$ cat src/hw/rtl/kts_pkg.sv
// Shared types, codes and keyword tables for the keyword token scanner.
package kts_pkg;

  localparam int unsigned POSITION_BITS = 16;
  localparam int unsigned LENGTH_MAX    = 255;

  // Result queue depth; two results may enter per cycle.
  localparam int unsigned QUEUE_DEPTH = 4;

  localparam int unsigned KW_COUNT = 10;

  typedef enum logic [1:0] {
    MODE_START   = 2'd0,
    MODE_IDENT   = 2'd1,
    MODE_NUMBER  = 2'd2,
    MODE_COMMENT = 2'd3
  } scan_mode_t;

  localparam logic [3:0] KIND_EOF    = 4'd0;
  localparam logic [3:0] KIND_IDENT  = 4'd11;
  localparam logic [3:0] KIND_NUMBER = 4'd12;
  localparam logic [3:0] KIND_CHAR   = 4'd13;

  localparam logic [KW_COUNT-1:0] ALL_MATCH = '1;

  // Config register indexes.
  localparam logic CFG_INITIAL_LINE   = 1'b0;
  localparam logic CFG_INITIAL_COLUMN = 1'b1;

  localparam logic [7:0] CH_TAB   = 8'h09;
  localparam logic [7:0] CH_LF    = 8'h0A;
  localparam logic [7:0] CH_CR    = 8'h0D;
  localparam logic [7:0] CH_SPACE = 8'h20;
  localparam logic [7:0] CH_HASH  = 8'h23;
  localparam logic [7:0] CH_DOT   = 8'h2E;
  localparam logic [7:0] CH_UNDER = 8'h5F;

  // Keywords, right-justified: first char is the highest used byte.
  localparam logic [63:0] KW_TEXT [KW_COUNT] = '{
    "function", "return", "extern", "if", "else",
    "for", "in", "binary", "unary", "var"
  };
  localparam int unsigned KW_LEN [KW_COUNT] = '{8, 6, 6, 2, 4, 3, 2, 6, 5, 3};

  typedef struct packed {
    logic [3:0]  token_kind;
    logic [7:0]  token_char;
    logic [15:0] start_line;
    logic [15:0] start_column;
    logic [7:0]  lexeme_length;
    logic        last_of_run;
  } result_t;

  // Up to two results per consumed word, in order.
  typedef struct packed {
    logic [1:0] count;
    result_t    first;
    result_t    second;
  } push_t;

  // Byte p of keyword k (p must be below the keyword length).
  function automatic logic [7:0] kw_byte(input int unsigned k, input logic [2:0] p);
    logic [2:0] idx;
    idx = 3'(KW_LEN[k] - 1 - int'(p));
    return KW_TEXT[k][{idx, 3'b000} +: 8];
  endfunction

endpackage

$ cat src/hw/rtl/kts_scan.sv
// Scanner state and per-character token logic.
module kts_scan #(
  parameter int unsigned POS_W   = kts_pkg::POSITION_BITS,
  parameter int unsigned LEN_MAX = kts_pkg::LENGTH_MAX
) (
  input  logic             clk,
  input  logic             rst,
  input  logic             step,
  input  logic [7:0]       char_code,
  input  logic             end_of_input,
  input  logic [15:0]      initial_line,
  input  logic [15:0]      initial_column,
  output kts_pkg::push_t   push
);

  localparam int unsigned LEN_W = $clog2(LEN_MAX + 1);
  localparam logic [POS_W-1:0] POS_MAX = '1;
  localparam logic [LEN_W-1:0] LEN_SAT = LEN_W'(LEN_MAX);

  kts_pkg::scan_mode_t mode, mode_next;
  logic [kts_pkg::KW_COUNT-1:0] kw_match, kw_match_next;
  logic [LEN_W-1:0] lex_count, lex_count_next;
  logic [POS_W-1:0] line_cnt, line_cnt_next;
  logic [POS_W-1:0] col_cnt, col_cnt_next;
  logic [POS_W-1:0] tok_line, tok_line_next;
  logic [POS_W-1:0] tok_col, tok_col_next;

  function automatic logic [POS_W-1:0] pos_inc(input logic [POS_W-1:0] v);
    return (v == POS_MAX) ? v : v + 1'b1;
  endfunction

  function automatic logic [POS_W-1:0] pos_clip(input logic [15:0] v);
    if (32'(v) > 32'(POS_MAX)) return POS_MAX;
    return POS_W'(v);
  endfunction

  logic is_nl, is_alpha, is_digit, is_space, is_under, is_dot, is_hash;
  logic word_open, cont, begin_word, single;
  logic [POS_W-1:0] line_adv, col_adv;
  logic [kts_pkg::KW_COUNT-1:0] base_match, hit, ext_match;
  logic [LEN_W-1:0] base_cnt, ext_cnt;
  logic [3:0] word_kind;
  kts_pkg::result_t res_a, res_b;
  logic have_a, have_b;

  assign is_nl    = (char_code == kts_pkg::CH_LF) || (char_code == kts_pkg::CH_CR);
  assign is_alpha = ((char_code >= 8'h41) && (char_code <= 8'h5A)) ||
                    ((char_code >= 8'h61) && (char_code <= 8'h7A));
  assign is_digit = (char_code >= 8'h30) && (char_code <= 8'h39);
  assign is_space = (char_code == kts_pkg::CH_SPACE) ||
                    ((char_code >= kts_pkg::CH_TAB) && (char_code <= kts_pkg::CH_CR));
  assign is_under = (char_code == kts_pkg::CH_UNDER);
  assign is_dot   = (char_code == kts_pkg::CH_DOT);
  assign is_hash  = (char_code == kts_pkg::CH_HASH);

  assign word_open  = (mode == kts_pkg::MODE_IDENT) || (mode == kts_pkg::MODE_NUMBER);
  assign cont       = ((mode == kts_pkg::MODE_IDENT) && (is_alpha || is_digit || is_under)) ||
                      ((mode == kts_pkg::MODE_NUMBER) && (is_digit || is_dot));
  assign begin_word = is_alpha || is_under || is_digit || is_dot;
  assign single     = !is_space && !begin_word && !is_hash;

  assign line_adv = is_nl ? pos_inc(line_cnt) : line_cnt;
  assign col_adv  = is_nl ? '0 : pos_inc(col_cnt);

  // Lexeme extension: continue the open word, or start a fresh one.
  assign base_match = cont ? kw_match : kts_pkg::ALL_MATCH;
  assign base_cnt   = cont ? lex_count : '0;

  always_comb begin
    for (int k = 0; k < kts_pkg::KW_COUNT; k++) begin
      hit[k] = (32'(base_cnt) < kts_pkg::KW_LEN[k]) &&
               (kts_pkg::kw_byte(k, base_cnt[2:0]) == char_code);
    end
  end

  assign ext_match = base_match & hit;
  assign ext_cnt   = (base_cnt == LEN_SAT) ? base_cnt : base_cnt + 1'b1;

  // Lowest keyword index wins.
  always_comb begin
    word_kind = (mode == kts_pkg::MODE_IDENT) ? kts_pkg::KIND_IDENT : kts_pkg::KIND_NUMBER;
    if (mode == kts_pkg::MODE_IDENT) begin
      for (int k = kts_pkg::KW_COUNT - 1; k >= 0; k--) begin
        if (kw_match[k] && (32'(lex_count) == kts_pkg::KW_LEN[k])) begin
          word_kind = 4'(k + 1);
        end
      end
    end
  end

  always_comb begin
    mode_next      = mode;
    kw_match_next  = kw_match;
    lex_count_next = lex_count;
    line_cnt_next  = line_cnt;
    col_cnt_next   = col_cnt;
    tok_line_next  = tok_line;
    tok_col_next   = tok_col;
    have_a         = 1'b0;
    have_b         = 1'b0;

    res_a.token_kind    = word_kind;
    res_a.token_char    = 8'd0;
    res_a.start_line    = 16'(tok_line);
    res_a.start_column  = 16'(tok_col);
    res_a.lexeme_length = 8'(lex_count);
    res_a.last_of_run   = 1'b0;

    res_b.token_kind    = kts_pkg::KIND_CHAR;
    res_b.token_char    = char_code;
    res_b.start_line    = 16'(line_adv);
    res_b.start_column  = 16'(col_adv);
    res_b.lexeme_length = 8'd1;
    res_b.last_of_run   = 1'b1;

    if (step) begin
      if (end_of_input) begin
        have_a = word_open;
        have_b = 1'b1;
        res_b.token_kind    = kts_pkg::KIND_EOF;
        res_b.token_char    = 8'd0;
        res_b.start_line    = 16'(line_cnt);
        res_b.start_column  = 16'(pos_inc(col_cnt));
        res_b.lexeme_length = 8'd0;
        mode_next      = kts_pkg::MODE_START;
        kw_match_next  = kts_pkg::ALL_MATCH;
        lex_count_next = '0;
        line_cnt_next  = pos_clip(initial_line);
        col_cnt_next   = pos_clip(initial_column);
      end else begin
        line_cnt_next = line_adv;
        col_cnt_next  = col_adv;
        case (mode)
          kts_pkg::MODE_COMMENT: begin
            if (is_nl) mode_next = kts_pkg::MODE_START;
          end
          default: begin
            if (cont) begin
              kw_match_next  = ext_match;
              lex_count_next = ext_cnt;
            end else begin
              have_a         = word_open;
              mode_next      = kts_pkg::MODE_START;
              kw_match_next  = kts_pkg::ALL_MATCH;
              lex_count_next = '0;
              if (begin_word) begin
                mode_next      = (is_alpha || is_under) ? kts_pkg::MODE_IDENT
                                                        : kts_pkg::MODE_NUMBER;
                kw_match_next  = ext_match;
                lex_count_next = ext_cnt;
                tok_line_next  = line_adv;
                tok_col_next   = col_adv;
              end else if (is_hash) begin
                mode_next = kts_pkg::MODE_COMMENT;
              end else if (single) begin
                have_b = 1'b1;
              end
            end
          end
        endcase
      end
    end
  end

  always_comb begin
    push.count             = {1'b0, have_a} + {1'b0, have_b};
    push.first             = have_a ? res_a : res_b;
    push.first.last_of_run = !(have_a && have_b);
    push.second            = res_b;
  end

  always_ff @(posedge clk) begin
    if (rst) begin
      mode      <= kts_pkg::MODE_START;
      kw_match  <= kts_pkg::ALL_MATCH;
      lex_count <= '0;
      line_cnt  <= POS_W'(1);
      col_cnt   <= '0;
      tok_line  <= '0;
      tok_col   <= '0;
    end else begin
      mode      <= mode_next;
      kw_match  <= kw_match_next;
      lex_count <= lex_count_next;
      line_cnt  <= line_cnt_next;
      col_cnt   <= col_cnt_next;
      tok_line  <= tok_line_next;
      tok_col   <= tok_col_next;
    end
  end

endmodule

$ cat src/hw/rtl/kts_out_queue.sv
// Small result queue: up to two writes, one read per cycle.
module kts_out_queue (
  input  logic               clk,
  input  logic               rst,
  input  kts_pkg::push_t     push,
  input  logic               pop,
  output logic               not_empty,
  output logic               room,
  output kts_pkg::result_t   head
);

  localparam int unsigned DEPTH = kts_pkg::QUEUE_DEPTH;
  localparam int unsigned PTR_W = $clog2(DEPTH);

  kts_pkg::result_t entries [DEPTH];
  logic [PTR_W-1:0] wr_ptr, rd_ptr, wr_ptr_1;
  logic [PTR_W:0]   count, count_next;

  assign wr_ptr_1   = wr_ptr + 1'b1;
  assign count_next = count + (PTR_W+1)'(push.count) - (PTR_W+1)'(pop);
  assign not_empty  = (count != '0);
  assign room       = (count <= (PTR_W+1)'(DEPTH - 2));
  assign head       = entries[rd_ptr];

  always_ff @(posedge clk) begin
    if (push.count != 2'd0) entries[wr_ptr] <= push.first;
    if (push.count == 2'd2) entries[wr_ptr_1] <= push.second;
  end

  always_ff @(posedge clk) begin
    if (rst) begin
      wr_ptr <= '0;
      rd_ptr <= '0;
      count  <= '0;
    end else begin
      wr_ptr <= wr_ptr + PTR_W'(push.count);
      if (pop) rd_ptr <= rd_ptr + 1'b1;
      count <= count_next;
    end
  end

`ifndef SYNTHESIS
  a_no_overflow: assert property (@(posedge clk) disable iff (rst)
    count <= (PTR_W+1)'(DEPTH))
    else $error("result queue overflow");
  a_push_has_room: assert property (@(posedge clk) disable iff (rst)
    push.count != 2'd0 |-> room)
    else $error("push without room");
  a_no_pop_empty: assert property (@(posedge clk) disable iff (rst)
    pop |-> not_empty)
    else $error("pop from empty queue");
`endif

endmodule

$ cat src/hw/rtl/keyword_token_scanner_core.sv
// Keyword token scanner: streaming lexer top level.
// Path: a word waits in the input register, then the scan logic writes its results
// into the result queue, from which they are offered.
// Throughput: one word per cycle while the queue has room; a word that ends a token
// and forms a punctuation token or eof queues two results, drained one per cycle.
// Reset (rst, synchronous): scanner at start, line 1, column 0, queue empty.
module keyword_token_scanner_core #(
  parameter int unsigned POSITION_BITS = kts_pkg::POSITION_BITS,
  parameter int unsigned LENGTH_MAX    = kts_pkg::LENGTH_MAX
) (
  input  logic        clk,
  input  logic        rst,
  // input stream
  input  logic        s_tvalid,
  output logic        s_tready,
  input  logic [7:0]  s_tdata,   // [7:0] char_code
  input  logic        s_tuser,   // [0] end_of_input
  // result stream
  output logic        m_tvalid,
  input  logic        m_tready,
  output logic [47:0] m_tdata,   // [7:0] token_char, [23:8] start_line,
                                 // [39:24] start_column, [47:40] lexeme_length
  output logic [3:0]  m_tuser,   // [3:0] token_kind
  output logic        m_tlast,   // last_of_run
  // config write port
  input  logic        cfg_we,
  input  logic        cfg_index,
  input  logic [15:0] cfg_data
);

  // Config registers; they only load the counters at end of input.
  logic [15:0] initial_line;
  logic [15:0] initial_column;

  always_ff @(posedge clk) begin
    if (rst) begin
      initial_line   <= 16'd1;
      initial_column <= 16'd0;
    end else if (cfg_we) begin
      case (cfg_index)
        kts_pkg::CFG_INITIAL_LINE:   initial_line   <= cfg_data;
        kts_pkg::CFG_INITIAL_COLUMN: initial_column <= cfg_data;
        default: ;
      endcase
    end
  end

  // Input register: holds one word until the queue has room for two results.
  logic       in_valid;
  logic [7:0] in_char;
  logic       in_eof;
  logic       room;
  logic       proceed;

  assign proceed  = in_valid && room;
  assign s_tready = !in_valid || room;

  always_ff @(posedge clk) begin
    if (rst) begin
      in_valid <= 1'b0;
    end else if (s_tready) begin
      in_valid <= s_tvalid;
    end
  end

  always_ff @(posedge clk) begin
    if (s_tvalid && s_tready) begin
      in_char <= s_tdata;
      in_eof  <= s_tuser;
    end
  end

  kts_pkg::push_t   push;
  kts_pkg::result_t head;

  kts_scan #(
    .POS_W   (POSITION_BITS),
    .LEN_MAX (LENGTH_MAX)
  ) u_scan (
    .clk            (clk),
    .rst            (rst),
    .step           (proceed),
    .char_code      (in_char),
    .end_of_input   (in_eof),
    .initial_line   (initial_line),
    .initial_column (initial_column),
    .push           (push)
  );

  kts_out_queue u_queue (
    .clk       (clk),
    .rst       (rst),
    .push      (push),
    .pop       (m_tvalid && m_tready),
    .not_empty (m_tvalid),
    .room      (room),
    .head      (head)
  );

  assign m_tdata = {head.lexeme_length, head.start_column, head.start_line,
                    head.token_char};
  assign m_tuser = head.token_kind;
  assign m_tlast = head.last_of_run;

`ifndef SYNTHESIS
  a_results_need_word: assert property (@(posedge clk) disable iff (rst)
    push.count != 2'd0 |-> proceed)
    else $error("result without a consumed word");
  a_at_most_two: assert property (@(posedge clk) disable iff (rst)
    push.count != 2'd3)
    else $error("more than two results per word");
  a_last_marks_pair: assert property (@(posedge clk) disable iff (rst)
    push.count == 2'd2 |-> !push.first.last_of_run && push.second.last_of_run)
    else $error("bad last flag on result pair");
  a_last_marks_single: assert property (@(posedge clk) disable iff (rst)
    push.count == 2'd1 |-> push.first.last_of_run)
    else $error("bad last flag on single result");
  a_eof_closes_run: assert property (@(posedge clk) disable iff (rst)
    proceed && in_eof |->
      (push.count == 2'd1 && push.first.token_kind == kts_pkg::KIND_EOF) ||
      (push.count == 2'd2 && push.second.token_kind == kts_pkg::KIND_EOF))
    else $error("end of input without eof token");
`endif

endmodule
$ cat config.mk
export PLATFORM = sky130hd
export DESIGN_NAME = keyword_token_scanner_core
export DESIGN_NICKNAME = d
export VERILOG_FILES = /design/src/hw/rtl/kts_pkg.sv /design/src/hw/rtl/kts_scan.sv /design/src/hw/rtl/kts_out_queue.sv /design/src/hw/rtl/keyword_token_scanner_core.sv
export SDC_FILE = /design/constraint.sdc
export NUM_CORES = 1
export LEC_CHECK = 0
export ABC_CLOCK_PERIOD_IN_PS = 4500
export BUFFER_PORTS_ARGS = -buffer_cell sky130_fd_sc_hd__buf_4
export CORE_ASPECT_RATIO = 0.7
export CORE_MARGIN = 1.5
export CORE_UTILIZATION = 60
export CTS_BUF_LIST = sky130_fd_sc_hd__clkbuf_4 sky130_fd_sc_hd__clkbuf_8 sky130_fd_sc_hd__clkbuf_16
export CTS_CLUSTER_SIZE = 16
export DETAILED_ROUTE_END_ITERATION = 12
export GPL_ROUTABILITY_DRIVEN = 0
export PLACE_DENSITY = 0.86
export REMOVE_ABC_BUFFERS = 1
export SYNTH_ARGS = -nofsm -noshare
export SYNTH_HDL_FRONTEND = slang
export SYNTH_SLANG_ARGS = --single-unit
$ cat constraint.sdc
create_clock -name clk -period 4.5 [get_ports clk]
set_clock_uncertainty 0.05 [all_clocks]
set_input_delay 0.225 -clock clk [delete_from_list [all_inputs] [get_ports clk]]
set_output_delay 0.225 -clock clk [all_outputs]
set_load 0.02 [all_outputs]
==> results of run 1 <==
==> Yosys cell counts (23+ instances only) <==
cell,instances,area share (%)
ha_1,25,1.7
xnor2_1,40,1.9
buf_2,26,0.71
a211oi_1,26,1.1
edfxtp_1,185,30
a22o_1,55,2.6
nand3_1,41,1.1
clkbuf_1,108,2.2
o22ai_1,69,2.4
mux4_2,53,6.5
nand2b_1,23,0.78
nand2_1,220,4.5
inv_1,51,1.0
o21ai_1,45,1.2
mux2i_1,37,2.0
nor2_1,176,3.6
a21oi_1,94,2.6
nor3_1,26,0.71
o21ai_0,61,1.7
dfxtp_1,162,18
==> through the flow <==
stage | setup slack, ns | setup TNS [ns]
finish | 0.273 | 0
floorplan | -0.968 | -263.46
CTS | 0.336 | 0
global route | 0.0244 | 0
global placement | 0.542 | 0
detailed placement | 0.343 | 0
==> worst paths after layout <==
check                                      start                     end  slack (ns)  depth (start not counted)
worst max-delay path                  in_char[3]  u_queue.entries[0][43]        0.27                         12
worst min-delay path                         rst     u_scan.lex_count[7]        0.09                          2
worst min register to register  initial_line[12]        initial_line[12]        0.41                          2
worst max register to register        in_char[3]  u_queue.entries[0][43]        0.27                         12
==> area by class of cell <==
cell class,instances,area [um2]
Multi-Input combinational cell,1276,8710
Tap cell,412,515
Clock buffer,44,968
Clock inverter,20,180
Timing Repair Buffer,173,1440
Inverter,53,199
Fill cell,2184,9220
Sequential cell,347,8800
==> power by group <==
group / leakage [nW] / total (mW) / switching [mW] / internal, mW
Sequential: 3.06 / 3.77 / 0.258 / 3.51
Combinational: 3.60 / 1.89 / 1.07 / 0.818
Clock: 0.560 / 2.90 / 1.28 / 1.61
Total: 7.22 / 8.56 / 2.61 / 5.95
==> layout by cell type, fill, tap and decap left out, drive strengths merged, types with 12 or more instances in the layout <==
master       count
nand2          220
edfxtp         185
nor2           181
dfxtp          162
buf            147
o21ai          109
a21oi           96
o22ai           69
a22o            55
inv             54
mux4            53
clkbuf          44
nand3           41
xnor2           40
mux2i           37
nor3            29
a211oi          26
dlygate4sd3     26
ha              25
nand2b          23
mux2            22
o2bb2ai         19
xor2            16
or3             14
a22oi           14
nor4            14
clkinv          14
nand4           12
a31oi           12
==> sequential cells by signal (all words and copies together) (netlist names), named ones only <==
| register | count |
|---|---|
| u_scan.col_cnt | 16 |
| u_scan.line_cnt | 16 |
| in_valid | 1 |
| u_scan.tok_col | 16 |
| u_queue.count | 3 |
| u_scan.mode | 2 |
| in_char | 8 |
| initial_column | 16 |
| u_scan.kw_match | 10 |
| u_scan.lex_count | 8 |
| u_scan.tok_line | 16 |
| u_queue.entries | 212 |
| u_queue.wr_ptr | 2 |
| u_queue.rd_ptr | 2 |
| initial_line | 16 |
| in_eof | 1 |
==> repair_timing <==
| item | CTS | global route |
|---|---|---|
| setup buffers | 0 | 0 |
| gates resized for setup | 0 | 3 |
| hold buffers | 26 | 0 |
| hold endpoints to repair | 42 | 0 |
| setup endpoints to repair | 0 | 43 |
==> cells by family after synthesis <==
| kind of cell | count (synthesis) |
|---|---|
| buf+inv | 208 |
| fa+ha+maj | 26 |
| xor+xnor | 56 |
| mux | 112 |
| simple gates | 589 |
| flops | 347 |
| compound gates | 492 |
==> routing by layer <==
layer  vias to the layer above  wire length, um  global-route usage [%]
li1                       6915                -                       -
met1                      7454            21200                    48.2
met2                      1257            22500                    48.2
met3                       152             8840                    11.6
met4                         0             1410                    10.8
met5                         -                0                       0
==> metrics.cfg, run 1 <==
[setup_path]
arrival_ns = 4.47
worst-path-buf-inv = 4
end_kind = flop
max_stage_delay_ns = 0.65
critical_path.cell_chain = nor4bb_2, a22oi_1, nor3b_4, nor3_4, o21ai_4, inv_2, ha_1, buf_4, and3_1, nor2_1, inv_2, buf_12
cpMostUsedCell = inv_2
slowest_stage = edfxtp_1
cpLargestDelayFamily = simple AND/OR/NAND/NOR gates
worstPathMaxFanout = 38
startpoint_type = flop
cp.required_ns = 4.74
critPathKind = reg2reg

[sta]
max_slew.worst_pin.slew_ns = 1.12
rsz0062_at_grt = no
setup_viol = 0
slew_viol_final = 0
timing.fmax_mhz = 237
relSlewSlack_pct = 25.1
fin_crit_sh_pct = 93.9
hold_ws_ns = 0.0921
finalHoldViolCount = 0
period_needed_ns = 4.23

[final_layout]
drive_gt1_share_pct = 16.4
diodes = 0
synthToLayoutAreaGrowth_pct = 13.5
design_area_um2 = 20800
post-route-util_pct = 69.3
stdcell_count = 2325
final_nets = 1943

[synth]
synth-seq-cells = 347
seq_area_frac_synth_pct = 48.0
ys_warn_count = 0
yosysUniqueCellTypes = 87
synth-compound-area-share_pct = 18.1
synthCells = 1830
synth_ff_type = edfxtp_1
synth_xor_area_share_pct = 2.67
syn_area_per_cell_um2 = 10.0
synth_top_family_by_area = compound AO/OA/AOI/OAI gates
synthSimpleGateAreaFrac_pct = 14.8
synthAdderAreaFrac_pct = 1.81
muxShareOfSynthArea_pct = 9.88
syn-cell-area_um2 = 18300
synthArstFlopShare_pct = 0
synth-edff-count = 185

[cts]
numClockSinks = 347
clk_pin_slew_ns = 0.06
cts-root-buf = clkbuf_16
clk_path_buf_depth = 3
clock_latency_ns = 0.56
htree_levels = 2
cts_tree = built
cts_buffers = 35

[pwr]
power_mw = 8.56
irDropWorstVdd_uv = 256
p_leak_nw = 7.22
power_density_nw_per_um2 = 411

[grt]
antenna_found_initial = 0
grt_pass1_vias = 14500
grt_max_degree = 69
grt_usage_pct = 33.8
grt_pass1_wl_um = 81900
grt-ovfl-total = 0

[detailed_routing]
firstDrtPassIters = 6
post-route-drc-count = 0
finalWirelength_um = 53900
vias = 15800
via_per_inst = 6.79
ant_nets = 0
wire_per_inst_um = 23.2
drtIter0Drc = 2862

[floorplan]
die_h_um = 149
rows = 53
die_w_um = 212
initial_utilization_pct = 61.1
ioPinCount = 86
dieArea_um2 = 31600
core_area_um2 = 30000

[worst_hold_path]
worst_hold_path_type = in2reg

[outcome]
outcome = complete, no violations

[placement]
dp.final_hpwl_um = 35700
placed_cell_area_um2 = 19400
place_inst = 2234
port_buffers = 85

[flow_run]
max_cap_violations = 0

Power figures use the tool's default switching activity.
==> inputs of run 2 (changes only) <==
--- a/config.mk
+++ b/config.mk
@@ -7,14 +7,16 @@
 export LEC_CHECK = 0
 export ABC_CLOCK_PERIOD_IN_PS = 4500
 export BUFFER_PORTS_ARGS = -buffer_cell sky130_fd_sc_hd__buf_4
+export CELL_PAD_IN_SITES_DETAIL_PLACEMENT = 1
+export CELL_PAD_IN_SITES_GLOBAL_PLACEMENT = 2
 export CORE_ASPECT_RATIO = 0.7
 export CORE_MARGIN = 1.5
-export CORE_UTILIZATION = 60
+export CORE_UTILIZATION = 41
 export CTS_BUF_LIST = sky130_fd_sc_hd__clkbuf_4 sky130_fd_sc_hd__clkbuf_8 sky130_fd_sc_hd__clkbuf_16
 export CTS_CLUSTER_SIZE = 16
 export DETAILED_ROUTE_END_ITERATION = 12
 export GPL_ROUTABILITY_DRIVEN = 0
-export PLACE_DENSITY = 0.86
+export PLACE_DENSITY = 0.89
 export REMOVE_ABC_BUFFERS = 1
 export SYNTH_ARGS = -nofsm -noshare
 export SYNTH_HDL_FRONTEND = slang
==> run 2 against run 1 <==
Combinational power increased by 8%; critical path type unchanged; non-clock buffer count increased by 12; via count decreased by 0.36%; critical path depth increased by 3; clock-buffer cell count increased by 8; design area increased by 2.5%; core utilization decreased by 21 points; cell count increased by 8.7%; global-route usage decreased by 5.8 points; sequential power about the same; first-iteration DRC count decreased by 40%.
==> metrics.cfg, run 2 (synthesis results as in run 1) <==
[cts]
clk_path_buf_depth = 3  ; unchanged
htree_levels = 2  ; unchanged
post_cts_buffers = 0  ; unchanged
clock_latency_ns = 0.55  ; about the same
cts_tree = built
clk_pin_slew_ns = 0.06  ; about the same
cts-root-buf = clkbuf_16
cts_buffers = 39  ; +11%
numClockSinks = 347  ; unchanged

[sta]
finalHoldViolCount = 0  ; unchanged
timing.fmax_mhz = 235  ; -0.79%
fin_ws_ns = 0.239  ; -0.0338 ns
relSlewSlack_pct = 30.5  ; +5.3 points
max_slew.worst_pin.slew_ns = 1.03  ; -0.0910 ns
rsz0062_at_grt = no
slew_viol_final = 0  ; unchanged
period_needed_ns = 4.26  ; +0.0338 ns
setup_viol = 0  ; unchanged
fin_crit_sh_pct = 94.7  ; +0.75 points

[flow_run]
max_cap_violations = 0  ; unchanged

[final_layout]
top_register = u_queue.entries
largest_reg_flops = 212  ; unchanged
final_common_cell = nand2_1
design_area_um2 = 21300  ; +2.5%
stdcell_count = 2527  ; +8.7%
diodes = 0  ; unchanged
synthToLayoutAreaGrowth_pct = 16.3
nFillCells = 4885  ; +120%
final_nets = 1959  ; +0.82%
layout_common_cells = 220 x nand2_1, 185 x edfxtp_1, 174 x nor2_1, 160 x dfxtp_1, 151 x buf_4
drive_gt1_share_pct = 17.5  ; +1.1 points

[placement]
place_inst = 2428  ; +8.7%
dp.final_hpwl_um = 45900  ; +29%
placed_cell_area_um2 = 19700  ; +1.8%
port_buffers = 85  ; unchanged
place_ws_ns = -0.0839  ; -0.427 ns

[outcome]
outcome = complete, no violations

[floorplan]
rows = 64  ; +21%
dieArea_um2 = 46000  ; +45%
ioPinCount = 86  ; unchanged
core_area_um2 = 43900  ; +46%
die_h_um = 180  ; +21%
initial_utilization_pct = 41.8  ; -19 points
die_w_um = 256  ; +21%

[setup_path]
rrSetupSlack_ns = 0.24  ; -0.03 ns
startpoint_type = flop
critPathKind = reg2reg
arrival_ns = 4.71  ; +0.24 ns
slowest_stage = edfxtp_1
critical_path.cell_chain = nor4bb_2, a22oi_2, nand3b_1, nand2_1, nand2_1, inv_1, ha_1, inv_1, ha_1, or3_1, a2111oi_4, buf_4, o21ai_0, o21ai_0, a211o_1
worstPathMaxFanout = 10  ; -74%
cp.required_ns = 4.95  ; +0.21 ns
end_kind = flop
max_stage_delay_ns = 0.56  ; -0.09 ns

[pwr]
p_seq_share_pct = 41.9  ; -2.2 points
p_int_mw = 6.19  ; +4.0%
irDropWorstVdd_uv = 275  ; +7.5%
combinationalPowerShare_pct = 22.6  ; +0.5 points
p_clk_share_pct = 35.5  ; +1.6 points
power_density_nw_per_um2 = 423  ; +2.9%
power_mw = 9.02  ; +5.4%
p_leak_nw = 7.37  ; +2.1%
switching_share_pct = 31.5  ; +0.92 points
p_switching_mw = 2.84  ; +8.6%

[detailed_routing]
drtIter0Drc = 1705  ; -40%
via_per_inst = 6.22  ; -8.3%
vias = 15700  ; -0.36%
firstDrtPassIters = 5  ; -1
post-route-drc-count = 0  ; unchanged
finalWirelength_um = 65800  ; +22%
ant_nets = 0  ; unchanged
wire_per_inst_um = 26.0  ; +12%

[grt]
grt_usage_pct = 28.0  ; -5.8 points
antenna_found_initial = 1  ; +1
grt_max_degree = 83  ; +20%
grt_pass1_wl_um = 99500  ; +22%
grt-ovfl-total = 0  ; unchanged
grt_pass1_vias = 15700  ; +8.1%

[worst_hold_path]
worst_hold_path_type = in2reg

-- run 2: cell count changes in the layout (fill, tap and decap cells not counted), moves of 2 or more --
cell,before,now
buf_12,6,8
buf_4,141,151
clkbuf_16,35,39
clkbuf_4,5,11
clkbuf_8,4,2
clkinv_2,4,8
clkinv_4,2,0
clkinvlp_4,4,2
nor3_1,26,24
nor3_2,2,4
-- run 2: worst paths after layout --
| kind | endpoint | start | cells after the start |
|---|---|---|---|
| max | u_scan.kw_match[5] | in_char[1] | 15 |
| min | u_queue.wr_ptr[1] | rst | 2 |
| max reg2reg | u_scan.kw_match[5] | in_char[1] | 15 |
| min reg2reg | initial_column[14] | initial_column[14] | 2 |
-- run 2: timing repair --
action,4_1_cts,5_1_grt
pin swaps,0,0
gates cloned,0,1
setup endpoints to repair,2,140
endpoints found under the hold margin,42,0
gates resized for setup,1,9
hold buffers,26,0
-- run 2: area by class of cell --
type	count	area, um2	share of cell area, %
Clock buffer	52	1090	5.09
Timing Repair Buffer	185	1550	7.28
Inverter	53	200	0.938
Multi-Input combinational cell	1276	8750	41.0
Clock inverter	20	190	0.892
Tap cell	594	743	3.48
Sequential cell	347	8800	41.3
-- run 2: through the flow --
stage	hold slack, ns	TNS (ns)	utilization [%]
2_1_floorplan	0.242	-263.46	-
3_3_place_gp	0.356	0	45.0
3_5_place_dp	0.357	-0.0944	45.0
4_1_cts	0.0837	0	48.5
5_1_grt	0.116	0	48.6
6_report	0.128	0	48.6
-- run 2: layer usage --
| metal | share of wire [%] | routed length [um] | up-vias | GRT usage, % |
|---|---|---|---|---|
| met3 | 10 | 6690 | 71 | 6.40 |
| met4 | 1.3 | 881 | 0 | 4.83 |
| met2 | 43 | 28000 | 717 | 41.3 |
| met1 | 46 | 30100 | 7978 | 42.1 |
| met5 | 0 | 0 | - | 0 |
| li1 | - | - | 6955 | - |
-- run 2: power groups by stage --
stage	combinational [mW]	sequential (mW)	clock, mW
after global routing	2.16	3.81	3.35
after global placement	1.95	3.83	0
final	2.04	3.78	3.21
after CTS	2.02	3.78	3.24
after detailed placement	1.99	3.85	0
after floorplan	1.13	3.80	0
-- run 2: critical path: cells and delay by family, from the launching register on --
kind            cells  cell delay [ns]
simple gates        5             1.57
buf+inv             3             0.40
compound gates      5             1.22
flops               1             0.56
fa+ha+maj           2             0.42
